<file path="src/hw/rtl/swm_pkg.sv">
// ----------------------------------------------------------------------------
// swm_pkg: shared constants for the sliding window mean
// Widths of samples, window size, ring address and running total.
// ----------------------------------------------------------------------------
package swm_pkg;

    localparam int MAX_WINDOW = 4096;
    localparam int ADDR_W     = $clog2(MAX_WINDOW);
    localparam int WIN_W      = ADDR_W + 1;
    localparam int SAMPLE_W   = 16;
    // magnitude of a full window sum: MAX_WINDOW * 2^(SAMPLE_W-1)
    localparam int MAG_W      = ADDR_W + SAMPLE_W;
    localparam int TOTAL_W    = MAG_W + 1;
    localparam int DIV_CNT_W  = $clog2(MAG_W);
    localparam logic [WIN_W-1:0] WINDOW_RESET = WIN_W'(16);

endpackage

</file>
<file path="src/hw/rtl/swm_divider.sv">
// ----------------------------------------------------------------------------
// swm_divider: serial unsigned divider
// Restoring division, one quotient bit per cycle, done pulses when finished.
// ----------------------------------------------------------------------------
module swm_divider
    import swm_pkg::*;
(
    input  logic                 clk,
    input  logic                 rst_n,
    input  logic                 start,
    input  logic [MAG_W-1:0]     dividend,
    input  logic [WIN_W-1:0]     divisor,
    output logic                 done,
    output logic [MAG_W-1:0]     quotient
);

    logic [WIN_W-1:0]     rem_reg, rem_next;
    logic [MAG_W-1:0]     quo_reg, quo_next;
    logic [WIN_W-1:0]     dvs_reg, dvs_next;
    logic [DIV_CNT_W-1:0] count_reg, count_next;
    logic                 busy_reg, busy_next;
    logic                 done_reg, done_next;
    logic [WIN_W:0]       rem_shift;
    logic [WIN_W:0]       diff;

    always_comb
    begin
        rem_shift  = {rem_reg, quo_reg[MAG_W-1]};
        diff       = rem_shift - {1'b0, dvs_reg};
        rem_next   = rem_reg;
        quo_next   = quo_reg;
        dvs_next   = dvs_reg;
        count_next = count_reg;
        busy_next  = busy_reg;
        done_next  = 1'b0;
        if (start)
        begin
            rem_next   = '0;
            quo_next   = dividend;
            dvs_next   = divisor;
            count_next = DIV_CNT_W'(MAG_W - 1);
            busy_next  = 1'b1;
        end
        else if (busy_reg)
        begin
            // keep the difference when the shifted remainder covers the divisor
            if (!diff[WIN_W])
            begin
                rem_next = diff[WIN_W-1:0];
                quo_next = {quo_reg[MAG_W-2:0], 1'b1};
            end
            else
            begin
                rem_next = rem_shift[WIN_W-1:0];
                quo_next = {quo_reg[MAG_W-2:0], 1'b0};
            end
            if (count_reg == '0)
            begin
                busy_next = 1'b0;
                done_next = 1'b1;
            end
            else
            begin
                count_next = count_reg - DIV_CNT_W'(1);
            end
        end
    end

    always_ff @(posedge clk or negedge rst_n)
    begin
        if (!rst_n)
        begin
            rem_reg   <= '0;
            quo_reg   <= '0;
            dvs_reg   <= '0;
            count_reg <= '0;
            busy_reg  <= 1'b0;
            done_reg  <= 1'b0;
        end
        else
        begin
            rem_reg   <= rem_next;
            quo_reg   <= quo_next;
            dvs_reg   <= dvs_next;
            count_reg <= count_next;
            busy_reg  <= busy_next;
            done_reg  <= done_next;
        end
    end

    assign done     = done_reg;
    assign quotient = quo_reg;

endmodule

</file>
<file path="config.mk">
export PLATFORM = sky130hd
export DESIGN_NAME = swm_divider
export DESIGN_NICKNAME = d
export VERILOG_FILES = /design/src/hw/rtl/swm_pkg.sv /design/src/hw/rtl/swm_divider.sv
export SDC_FILE = /design/constraint.sdc
export NUM_CORES = 1
export LEC_CHECK = 0
export ABC_AREA = 0
export BUFFER_PORTS_ARGS = -buffer_cell sky130_fd_sc_hd__buf_4
export CAP_MARGIN = 20
export CORE_ASPECT_RATIO = 0.6
export CORE_MARGIN = 5
export CORE_UTILIZATION = 55
export CTS_CLUSTER_DIAMETER = 50
export CTS_CLUSTER_SIZE = 16
export DETAILED_ROUTE_END_ITERATION = 8
export HOLD_SLACK_MARGIN = 0.05
export PLACE_DENSITY = 0.8
export SLEW_MARGIN = 20
export SYNTH_ARGS = -nofsm -noshare
export SYNTH_HDL_FRONTEND = slang
export SYNTH_SLANG_ARGS = --single-unit
</file>
<file path="constraint.sdc">
create_clock -name clk -period 5.2 [get_ports clk]
set_input_delay 0.26 -clock clk [delete_from_list [all_inputs] [get_ports clk]]
set_output_delay 0.26 -clock clk [all_outputs]
set_load 0.02 [all_outputs]
</file>
* Word level (Yosys, flattened, before mapping) *
Index checks and enable logic that the tools add are counted.
W data, S select, Z words.

word-level totals
  input port bits = 44
  bits in registers = 61

operators by class
  reduce and logical (&&, ||, !) cells = 3
  add/subtract/negate cells = 2
  muxes and demuxes = 15
  equal/unequal tests = 1

operators by type and width
  kind                   number
  $mux W28               2
  $mux W13               3
  $mux W5                3
  $sub A14 B13 Y14       1
  $mux W1                7
  $logic_not A5 Y1       1
  $sub A5 B1 Y5 const B  1
  $ne A2 B2 Y1 const B   1
  $reduce_and A2 Y1      1
  $reduce_bool A2 Y1     1

* Longest topological paths before layout *
Gate-level depths: netlist of the first run.

  depth in word-level cells = 4
  gate-level depth with buffers = 11
  gate-level depth less buffers = 10

* Least setup slack after synthesis of the first run *
Ideal clock, no wire load.

  path kind = register to register
  start point = register quo_reg[27], in the netlist quotient[27]
  end point = register rem_reg[12]
  slack = 2.738 ns
  cell stages (with the launch flop) = 11
  clock period less this slack = 2.462 ns
  path buffers = 1
  data required time = 5.080 ns
  data arrival time = 2.341 ns
  cell sequence = dfrtp_1 -> inv_1 -> ha_1 -> nor2b_4 -> o2111a_1 -> a2111oi_4 -> o21ai_4 -> xor2_4 -> buf_6 -> o32ai_1 -> a41o_2

between the ends
  longest elaborated chain between the ends = 4

RTL lines
  element                 line               source
  start, declared         swm_divider.sv:18  logic [MAG_W-1:0] quo_reg, quo_next;
  start signal, assigned  swm_divider.sv:83  quo_reg <= quo_next;
  $sub A14 B13 Y14        swm_divider.sv:29  diff = rem_shift - {1'b0, dvs_reg};
  $mux W13                swm_divider.sv:47  if (!diff[WIN_W])
  $mux W13                swm_divider.sv:44  else if (busy_reg)
  $mux W13                swm_divider.sv:36  if (start)
  end signal, assigned    swm_divider.sv:82  rem_reg <= rem_next;
  end, declared           swm_divider.sv:17  logic [WIN_W-1:0] rem_reg, rem_next;

Every way passes these cells. The select of a mux whose other input is x is not followed.
A chain may end at the register's enable or synchronous reset.

* Worst setup path after layout of the first run *
  start point = register dvs_reg[1]
  end point = register rem_reg[0]

between the ends
  longest elaborated chain between the ends = 4

RTL lines
  element                 line               source
  start, declared         swm_divider.sv:19  logic [WIN_W-1:0] dvs_reg, dvs_next;
  start signal, assigned  swm_divider.sv:84  dvs_reg <= dvs_next;
  $sub A14 B13 Y14        swm_divider.sv:29
  $mux W13                swm_divider.sv:47
  $mux W13                swm_divider.sv:44
  $mux W13                swm_divider.sv:36

Every way passes these cells. The select of a mux whose other input is x is not followed.

==> results of run 1 <==
## layout make-up
| class | count | area, um2 | area share [%] |
|---|---|---|---|
| repair buffers | 74 | 558.0 | 13.37 |
| multi-input cells | 246 | 1724 | 41.29 |
| clock buffers | 12 | 145.1 | 3.476 |
| well taps | 84 | 105.1 | 2.517 |
| flip-flops and latches | 61 | 1528 | 36.59 |
| clock inverters | 4 | 47.55 | 1.139 |
| inverters | 18 | 67.56 | 1.618 |
## cell usage after synthesis (all sizes together), types with 4 or more instances
cell	n	area share, %
mux2i	37	11
o21ai	46	7.1
inv	18	2.0
a211oi	10	2.5
a21oi	8	1.4
xnor2	10	2.6
nand2	55	6.1
buf	5	0.77
ha	15	5.5
nor2	19	2.1
clkbuf	13	1.5
dfrtp	61	45
xor2	4	1.6
## cell families (layout without fill, tap and decap cells)
logic type	Yosys count	count (layout)
adders and majority gates	16	16
and+or+nand+nor	92	92
muxes	40	40
AOI/OAI and AO/OA	84	84
xor gates and xnor gates	14	14
DFF	61	61
buffers and inverters	36	108
## cell usage in the layout (no fill, tap or decap), types with 3 or more instances in the layout
cell type and n:
sky130_fd_sc_hd__buf_4 73, sky130_fd_sc_hd__dfrtp_1 60, sky130_fd_sc_hd__nand2_1 55, sky130_fd_sc_hd__o21ai_0 45
sky130_fd_sc_hd__mux2i_1 37, sky130_fd_sc_hd__nor2_1 19, sky130_fd_sc_hd__inv_1 18, sky130_fd_sc_hd__ha_1 15
sky130_fd_sc_hd__xnor2_1 10, sky130_fd_sc_hd__clkbuf_8 10, sky130_fd_sc_hd__a211oi_1 8, sky130_fd_sc_hd__a21oi_1 6
sky130_fd_sc_hd__nand3_1 3, sky130_fd_sc_hd__xor2_1 3, sky130_fd_sc_hd__o21a_1 3, sky130_fd_sc_hd__a21o_1 3
## stage by stage
stage	worst slack (ns)	utilization (%)
final	2.248	68.95
after global routing	2.109	68.95
after CTS	2.207	68.95
after detailed placement	2.234	65.60
after global placement	2.394	65.60
after floorplan	2.738	-
## routing by layer
layer  GRT usage, %  up-vias  share of wire [%]
met5              0        -                  0
met4          4.993        0               0.78
met3          7.094       11                6.9
met2          28.66       67                 42
met1          29.54     1266                 50
li1               -     1333                  -
## worst paths after layout
kind	depth (start not counted)	end	slack (ns)
setup / recovery	9	rem_reg[0]$_DFFE_PN0P_	2.25
hold / removal	3	quotient[7]$_DFFE_PN0P_	0.13
setup reg to reg	9	rem_reg[0]$_DFFE_PN0P_	2.25
hold reg to reg	2	count_reg[4]$_DFFE_PN0P_	0.53
max in group asynchronous	2	busy_reg$_DFF_PN0_	4.10
min in group asynchronous	2	dvs_reg[8]$_DFFE_PN0P_	0.53
## where the power goes
group | total (mW) | switching [mW] | internal (mW)
combinational | 0.826 | 0.440 | 0.386
sequential | 0.615 | 0.0643 | 0.551
clock | 0.418 | 0.185 | 0.233
## worst max-delay path: stages (launching register included)
cell and delay [ns]:
sky130_fd_sc_hd__dfrtp_1 0.40, sky130_fd_sc_hd__inv_1 0.10, sky130_fd_sc_hd__ha_1 0.23, sky130_fd_sc_hd__nor2b_4 0.13
sky130_fd_sc_hd__o2111a_1 0.26, sky130_fd_sc_hd__a2111oi_4 0.45, sky130_fd_sc_hd__o21ai_4 0.13, sky130_fd_sc_hd__xor2_4 0.56
sky130_fd_sc_hd__mux2_4 0.36, sky130_fd_sc_hd__a211oi_2 0.23
==> impl_metrics.env, run 1 <==
export IMPL_skew_ns=0.006496
export IMPL_route_vias_total=2677
export IMPL_min_period_over_period_pct=56.76
export IMPL_synth_enable_flop_cells=0
export IMPL_post_synth_mux_area_share_pct=12.13
export IMPL_syn_nets=403
export IMPL_layoutNonFillerInstCount=499
export IMPL_rsz0062_at_grt="no"
export IMPL_dpl_cell_count=482
export IMPL_post_synth_and_or_nand_nor_area_fraction_pct=11.76
export IMPL_insertedDiodeCount=0
export IMPL_synth_top_family_by_area="compound AO/OA/AOI/OAI gates"
export IMPL_cp_startpoint="dvs_reg[1]$_DFFE_PN0P_"
export IMPL_io_pins=73
export IMPL_cts_max_path_buffers=2
export IMPL_worstMarginPinSlew_ns=0.8306
export IMPL_postCtsSetupBuffers=0
export IMPL_max_freq_mhz=338.8
export IMPL_final_hold_viol_count=0
export IMPL_worst_r2r_startpoint="dvs_reg[1]$_DFFE_PN0P_"
export IMPL_nFillCells=494
export IMPL_postCtsHoldBufs=1
export IMPL_worst_setup_hold_path_clk_slew_ns=0.07
export IMPL_synth_xor_xnor_area_share_pct=4.165
export IMPL_clk_latency_ns=0.34
export IMPL_sequential_cell_area_fraction_in_the_yosys_report_pct=44.97
export IMPL_cts_root_buffer_cell="sky130_fd_sc_hd__clkbuf_8"
export IMPL_chipWidth_um=111.4
export IMPL_cap_violations=0
export IMPL_placed_area_mm2=0.003973
export IMPL_worst_case_hold_slack_ns=0.1283
export IMPL_drt_pass1_iter_count=5
export IMPL_powerDensity_mw_per_mm2=445.2
export IMPL_placementRows=22
export IMPL_setup_tns_ns=0
export IMPL_yosys_cell_types_count=48
export IMPL_synth_ff_latch_count=61
export IMPL_finalMaxSlewViolations=0
export IMPL_global_route_usage_total_pct=20.18
export IMPL_gp_routability_congestion=0.8958
export IMPL_setup_viol=0
export IMPL_mappedNetlistArea_mm2=0.003395
export IMPL_portBuffers=72
export IMPL_cts_tree="done"
export IMPL_worst_path_max_fanout=16
export IMPL_clkSinkCount=61
export IMPL_areaGrowthSynthToFinish_pct=23.00
export IMPL_hold_start="dividend[7]"
export IMPL_cp_data_required_time_ns=5.45
export IMPL_first_iter_violations=178
export IMPL_floorplan_die_area_mm2=0.007895
export IMPL_globalRouteOverflowTotal=0
export IMPL_dominantRegCellSynth="sky130_fd_sc_hd__dfrtp_1"
export IMPL_drc=0
export IMPL_cp_arrival_ns=3.20
export IMPL_post_synthesis_cells=343
export IMPL_synth_avg_cell_area_um2=9.897
export IMPL_slew_limit_headroom_pct=44.63
export IMPL_antenna_left=0
export IMPL_avgRoutedWirePerCell_um=15.42
export IMPL_detail_route_vias_per_cell=5.365
export IMPL_grt_pass1_wl_mm=13.01
export IMPL_largest_register_ffs=28
export IMPL_routed_wl_mm=7.697
export IMPL_leakage_nw=2.180
export IMPL_drive_above_1_share_pct=24.82
export IMPL_tritoncts_num_buffers=9
export IMPL_period_minus_slack_ns=2.952
export IMPL_synth_compound_area_share_pct=16.62
export IMPL_critical_path_class="reg2reg"
export IMPL_cp_end_kind="flip-flop"
export IMPL_hold_path_class="in2reg"
export IMPL_vias_in_the_first_global_route=2702
export IMPL_status="finished, final reports clean"
export IMPL_dieHeight_um=70.86
export IMPL_yosys_area_share_adder_pct=6.119
export IMPL_vdd_ir_drop_worst_mv=0.3017
export IMPL_post_cts_resized_instances=0
export IMPL_core_mm2=0.006056
export IMPL_grt_antenna_before_repair=0
export IMPL_initial_core_util_pct=56.05
export IMPL_dp_hpwl_mm=5.386
export IMPL_ctsHtreeMaxLevel=3
export IMPL_crit_path_start_kind="flip-flop"
export IMPL_async_set_reset_flop_share_out_of_synthesis_pct=100.0
export IMPL_num_nets_final=470
export IMPL_grt_max_degree=96
export IMPL_p_total_mw=1.859
export IMPL_postLayoutCellArea_mm2=0.004175
export IMPL_ys_warnings_count=0
Note: power is estimated with default switching activity, not from simulation.
==> inputs of run 2 (changes only) <==
- clock period: 5.2 -> 2.88 ns (I/O delays scaled with it)
==> impl_metrics.env, run 2 (synthesized netlist as in run 1, its figures left out) <==
export IMPL_finalMaxSlewViolations=0
export IMPL_reg2reg_depth=10
export IMPL_floorplan_die_area_mm2=0.007895
export IMPL_cap_violations=0
export IMPL_leakage_nw=2.362
export IMPL_setup_viol=0
export IMPL_grt_antenna_before_repair=1
export IMPL_min_period_over_period_pct=93.74
export IMPL_worstMarginPinSlew_ns=0.7714
export IMPL_cp_arrival_ns=2.91
export IMPL_tritoncts_num_buffers=9
export IMPL_dp_hpwl_mm=5.587
export IMPL_worst_path_max_fanout=10
export IMPL_dieHeight_um=70.86
export IMPL_skew_ns=0.009113
export IMPL_worst_r2r_startpoint="dvs_reg[1]$_DFFE_PN0P_"
export IMPL_vias_in_the_first_global_route=2967
export IMPL_p_total_mw=3.490
export IMPL_cts_root_buffer_cell="sky130_fd_sc_hd__clkbuf_8"
export IMPL_placementRows=22
export IMPL_r2r_end="rem_reg[8]$_DFFE_PN0P_"
export IMPL_portBuffers=72
export IMPL_io_pins=73
export IMPL_rsz0062_at_grt="no"
export IMPL_postLayoutSetupSlackWorst_ns=0.1803
export IMPL_drt_pass1_iter_count=5
export IMPL_detail_route_vias_per_cell=5.351
export IMPL_cts_tree="done"
export IMPL_route_vias_total=2911
export IMPL_worst_setup_hold_path_clk_slew_ns=0.07
export IMPL_critical_path_class="reg2reg"
export IMPL_dpl_worst_slack_ns=0.2003
export IMPL_antenna_left=0
export IMPL_period_minus_slack_ns=2.700
export IMPL_crit_end="rem_reg[8]$_DFFE_PN0P_"
export IMPL_cts_max_path_buffers=2
export IMPL_grt_max_degree=62
export IMPL_status="finished, final reports clean"
export IMPL_global_route_usage_total_pct=23.27
export IMPL_areaGrowthSynthToFinish_pct=35.86
export IMPL_postCtsSetupBuffers=0
export IMPL_final_util_pct=76.16
export IMPL_crit_path_start_kind="flip-flop"
export IMPL_dpl_cell_count=487
export IMPL_layoutNonFillerInstCount=544
export IMPL_grt_pass1_wl_mm=14.80
export IMPL_num_nets_final=514
export IMPL_final_cell_mix="sky130_fd_sc_hd__buf_4 (78), sky130_fd_sc_hd__dfrtp_1 (60), sky130_fd_sc_hd__nand2_1 (55)"
export IMPL_routed_wl_mm=8.631
export IMPL_clkSinkCount=61
export IMPL_cp_end_kind="flip-flop"
export IMPL_powerDensity_mw_per_mm2=756.8
export IMPL_drc=0
export IMPL_final_hold_viol_count=0
export IMPL_first_iter_violations=146
export IMPL_globalRouteOverflowTotal=0
export IMPL_drive_above_1_share_pct=23.97
export IMPL_max_freq_mhz=370.4
export IMPL_layout_cells_most_common="sky130_fd_sc_hd__buf_4"
export IMPL_slew_limit_headroom_pct=48.58
export IMPL_hold_path_class="in2reg"
export IMPL_chipWidth_um=111.4
export IMPL_initial_core_util_pct=56.05
export IMPL_gp_routability_congestion=0.8566
export IMPL_vdd_ir_drop_worst_mv=0.4796
export IMPL_core_mm2=0.006056
export IMPL_ff2ff_setup_slack_ns=0.18
export IMPL_avgRoutedWirePerCell_um=15.87
export IMPL_setup_tns_ns=0
export IMPL_ctsHtreeMaxLevel=3
export IMPL_clk_latency_ns=0.35
export IMPL_cp_data_required_time_ns=3.09
export IMPL_largest_register_ffs=28
export IMPL_post_cts_resized_instances=0
export IMPL_cp_startpoint="dvs_reg[1]$_DFFE_PN0P_"
-- run 2: what timing repair did --
item | in CTS | in global routing
endpoints found under the setup margin | 0 | 0
endpoints found under the hold margin | 100 | 0
hold buffers | 40 | 0
-- run 2: report_power, final --
part           switching, mW  internal [mW]  leakage [nW]  total, mW
Sequential             0.118          0.993         0.748       1.11
Combinational          0.823          0.785          1.52       1.61
Clock                  0.370          0.402        0.0918      0.772
-- run 2: metrics by stage --
step	hold WS [ns]	instance area, um2
3_3_place_gp	0.2665	4010
6_report	0.07083	4612
3_5_place_dp	0.2723	4010
5_1_grt	0.09753	4612
2_1_floorplan	-0.1516	3395
4_1_cts	0.06757	4609
-- run 2: routing by layer --
metal  global-route usage (%)  vias up  wire length [um]
met5                        0        -                 0
met4                    5.398        0               144
met3                    8.205       15               577
met2                    36.47       88              3942
met1                    31.41     1386              3967
li1                         -     1422                 -
-- run 2: worst min-delay path by stage --
stage | from | cells past startpoint | end | slack (ns)
3_5_place_dp | rst_n | 1 | dvs_reg[8]$_DFFE_PN0P_ | 0.27
6_report | dividend[0] | 3 | quotient[0]$_DFFE_PN0P_ | 0.07
5_1_grt | dividend[0] | 3 | quotient[0]$_DFFE_PN0P_ | 0.1
3_3_place_gp | rst_n | 1 | dvs_reg[8]$_DFFE_PN0P_ | 0.27
2_1_floorplan | rst_n | 0 | busy_reg$_DFF_PN0_ | -0.15
4_1_cts | dividend[0] | 3 | quotient[0]$_DFFE_PN0P_ | 0.07
-- run 2: layout make-up --
class | instances | area, um2
timing repair buffer | 118 | 985.9
tap | 84 | 105.1
antenna | 1 | 2.502
sequential | 61 | 1528
multi-input combinational | 246 | 1724
inverter | 18 | 67.56
clock buffer | 9 | 123.9
clock inverter | 7 | 75.07
fill | 402 | 1444
-- run 2: critical path, cell delays in order, from the launching register on --
cell	delay, ns
sky130_fd_sc_hd__dfrtp_1	0.40
sky130_fd_sc_hd__inv_1	0.09
sky130_fd_sc_hd__ha_1	0.23
sky130_fd_sc_hd__nor2b_4	0.13
sky130_fd_sc_hd__o2111a_1	0.26
sky130_fd_sc_hd__a2111oi_4	0.42
sky130_fd_sc_hd__o21ai_4	0.13
sky130_fd_sc_hd__xor2_4	0.38
sky130_fd_sc_hd__buf_4	0.23
sky130_fd_sc_hd__mux2i_1	0.20
sky130_fd_sc_hd__o22ai_1	0.10
==> inputs of run 3 (changes only) <==
- REMOVE_ABC_BUFFERS: unset -> 1
==> impl_metrics.env, run 3 (synthesized netlist as in run 1, its figures left out) <==
export IMPL_status="finished, final reports clean"
export IMPL_detail_route_vias_per_cell=5.391
export IMPL_crit_path_start_kind="flip-flop"
export IMPL_placementRows=22
export IMPL_tritoncts_num_buffers=9
export IMPL_grt_antenna_before_repair=0
export IMPL_insertedDiodeCount=0
export IMPL_rsz0062_at_grt="no"
export IMPL_global_route_usage_total_pct=23.02
export IMPL_worst_setup_hold_path_clk_slew_ns=0.07
export IMPL_portBuffers=72
export IMPL_dp_hpwl_mm=5.349
export IMPL_routed_wl_mm=8.622
export IMPL_drc=0
export IMPL_powerDensity_mw_per_mm2=747.5
export IMPL_cts_tree="done"
export IMPL_worstMarginPinSlew_ns=0.7561
export IMPL_period_minus_slack_ns=2.691
export IMPL_path_buf_inv=1
export IMPL_core_mm2=0.006056
export IMPL_num_nets_final=517
export IMPL_ctsHtreeMaxLevel=3
export IMPL_clk_latency_ns=0.34
export IMPL_dieHeight_um=70.86
export IMPL_areaGrowthSynthToFinish_pct=35.86
export IMPL_hold_path_class="in2reg"
export IMPL_largest_register_ffs=28
export IMPL_setup_viol=0
export IMPL_grt_pass1_wl_mm=14.52
export IMPL_worst_path_largest_cell_delay_ns=0.43
export IMPL_min_period_over_period_pct=93.44
export IMPL_cts_max_path_buffers=2
export IMPL_vdd_ir_drop_worst_mv=0.4009
export IMPL_worst_path_max_delay_cell="sky130_fd_sc_hd__a2111oi_4"
export IMPL_grt_max_degree=73
export IMPL_crit_family="compound AO/OA/AOI/OAI gates"
export IMPL_floorplan_die_area_mm2=0.007895
export IMPL_initial_core_util_pct=56.05
export IMPL_layout_cells_most_common="sky130_fd_sc_hd__buf_4"
export IMPL_cts_root_buffer_cell="sky130_fd_sc_hd__clkbuf_8"
export IMPL_cap_violations=0
export IMPL_chipWidth_um=111.4
export IMPL_gp_routability_congestion=0.8998
export IMPL_p_total_mw=3.447
export IMPL_slew_limit_headroom_pct=49.59
export IMPL_io_pins=73
export IMPL_worst_path_max_fanout=7
export IMPL_clkSinkCount=61
export IMPL_path_cells="ha_1 > nor2b_4 > o2111a_1 > a2111oi_4 > o21ai_4 > xor2_4 > buf_4 > and3_2 > nor4_1"
export IMPL_antenna_left=0
export IMPL_skew_ns=0.01071
export IMPL_max_freq_mhz=371.6
export IMPL_cp_data_required_time_ns=3.09
export IMPL_globalRouteOverflowTotal=0
export IMPL_avgRoutedWirePerCell_um=15.82
export IMPL_finalMaxSlewViolations=0
export IMPL_critical_path_class="reg2reg"
export IMPL_final_hold_viol_count=0
export IMPL_setup_tns_ns=0
export IMPL_route_vias_total=2938
export IMPL_cp_end_kind="flip-flop"
export IMPL_drive_above_1_share_pct=23.86
export IMPL_cp_arrival_ns=2.90
export IMPL_final_cell_mix="sky130_fd_sc_hd__buf_4 (79), sky130_fd_sc_hd__dfrtp_1 (60), sky130_fd_sc_hd__nand2_1 (55)"
export IMPL_vias_in_the_first_global_route=2981
export IMPL_first_iter_violations=181
export IMPL_drt_pass1_iter_count=4
export IMPL_leakage_nw=2.365
## run 3: cell count changes in the layout (fill, tap and decap cells not counted), sizes merged
cell         previous run  this run
dlygate4sd3            40        42
buf                    78        79
bufinv                  1         0
clkbuf                  9        10
clkinv                  2         1
diode                   1         0
## run 3: cell type report
| type | count | area [um2] |
|---|---|---|
| fillers | 384 | 1444 |
| inverters | 18 | 67.56 |
| flip-flops and latches | 61 | 1528 |
| clock inverters | 5 | 36.28 |
| clock buffers | 10 | 137.6 |
| repair buffers | 121 | 1013 |
| multi-input cells | 246 | 1724 |
| well taps | 84 | 105.1 |
## run 3: worst register-to-register path, delay by kind of cell (launching register included)
| family | cells | cell delay, ns |
|---|---|---|
| compound gates | 3 | 0.82 |
| simple gates | 3 | 0.68 |
| flops | 1 | 0.41 |
| fa+ha+maj | 1 | 0.31 |
| buf+inv | 1 | 0.18 |
| xor+xnor | 1 | 0.17 |
## run 3: report_power, final
part | leakage (nW) | internal [mW] | total, mW | switching (mW)
Sequential | 0.748 | 0.994 | 1.12 | 0.121
Combinational | 1.54 | 0.821 | 1.66 | 0.837
Clock | 0.0808 | 0.331 | 0.675 | 0.343
Total | 2.37 | 2.15 | 3.45 | 1.30
## run 3: timing repair
item                       in CTS  in global routing
setup endpoints to repair       0                  1
buffers inserted                0                  2
hold endpoints to repair      101                  1
gates resized for setup         0                  0
hold buffers                   41                  1
## run 3: worst paths after layout
check	cells past startpoint	to	slack (ns)	start
worst min-delay path	2	rem_reg[1]$_DFFE_PN0P_	0.17	start
worst max-delay path	9	rem_reg[9]$_DFFE_PN0P_	0.19	rem_reg[0]$_DFFE_PN0P_
worst min register to register	2	dvs_reg[2]$_DFFE_PN0P_	0.54	dvs_reg[2]$_DFFE_PN0P_
max in group asynchronous	2	busy_reg$_DFF_PN0_	1.92	rst_n
min in group asynchronous	2	dvs_reg[2]$_DFFE_PN0P_	0.42	rst_n
worst max register to register	9	rem_reg[9]$_DFFE_PN0P_	0.19	rem_reg[0]$_DFFE_PN0P_
## run 3: metal layers
metal	GRT usage, %	part of all wire [%]	wire, um	vias up
li1	-	-	-	1425
met1	32.04	47	4030	1375
met2	34.20	43	3750	128
met3	8.889	8.8	759	10
met4	5.533	0.95	82	0
met5	0	0	0	-
## run 3: metrics by stage
step | cell area, um2 | utilization, % | hold slack (ns) | worst slack [ns] | std cells
6_report | 4612 | 76.16 | 0.1660 | 0.1890 | 545
5_1_grt | 4612 | 76.16 | 0.1508 | 0.06503 | 545
4_1_cts | 4587 | 75.74 | 0.05358 | 0.1270 | 542
3_5_place_dp | 4003 | 66.10 | 0.2639 | 0.1584 | 486
3_3_place_gp | 4003 | 66.10 | 0.2728 | 0.2692 | 486
2_1_floorplan | 3318 | - | -0.1516 | 0.2507 | 325
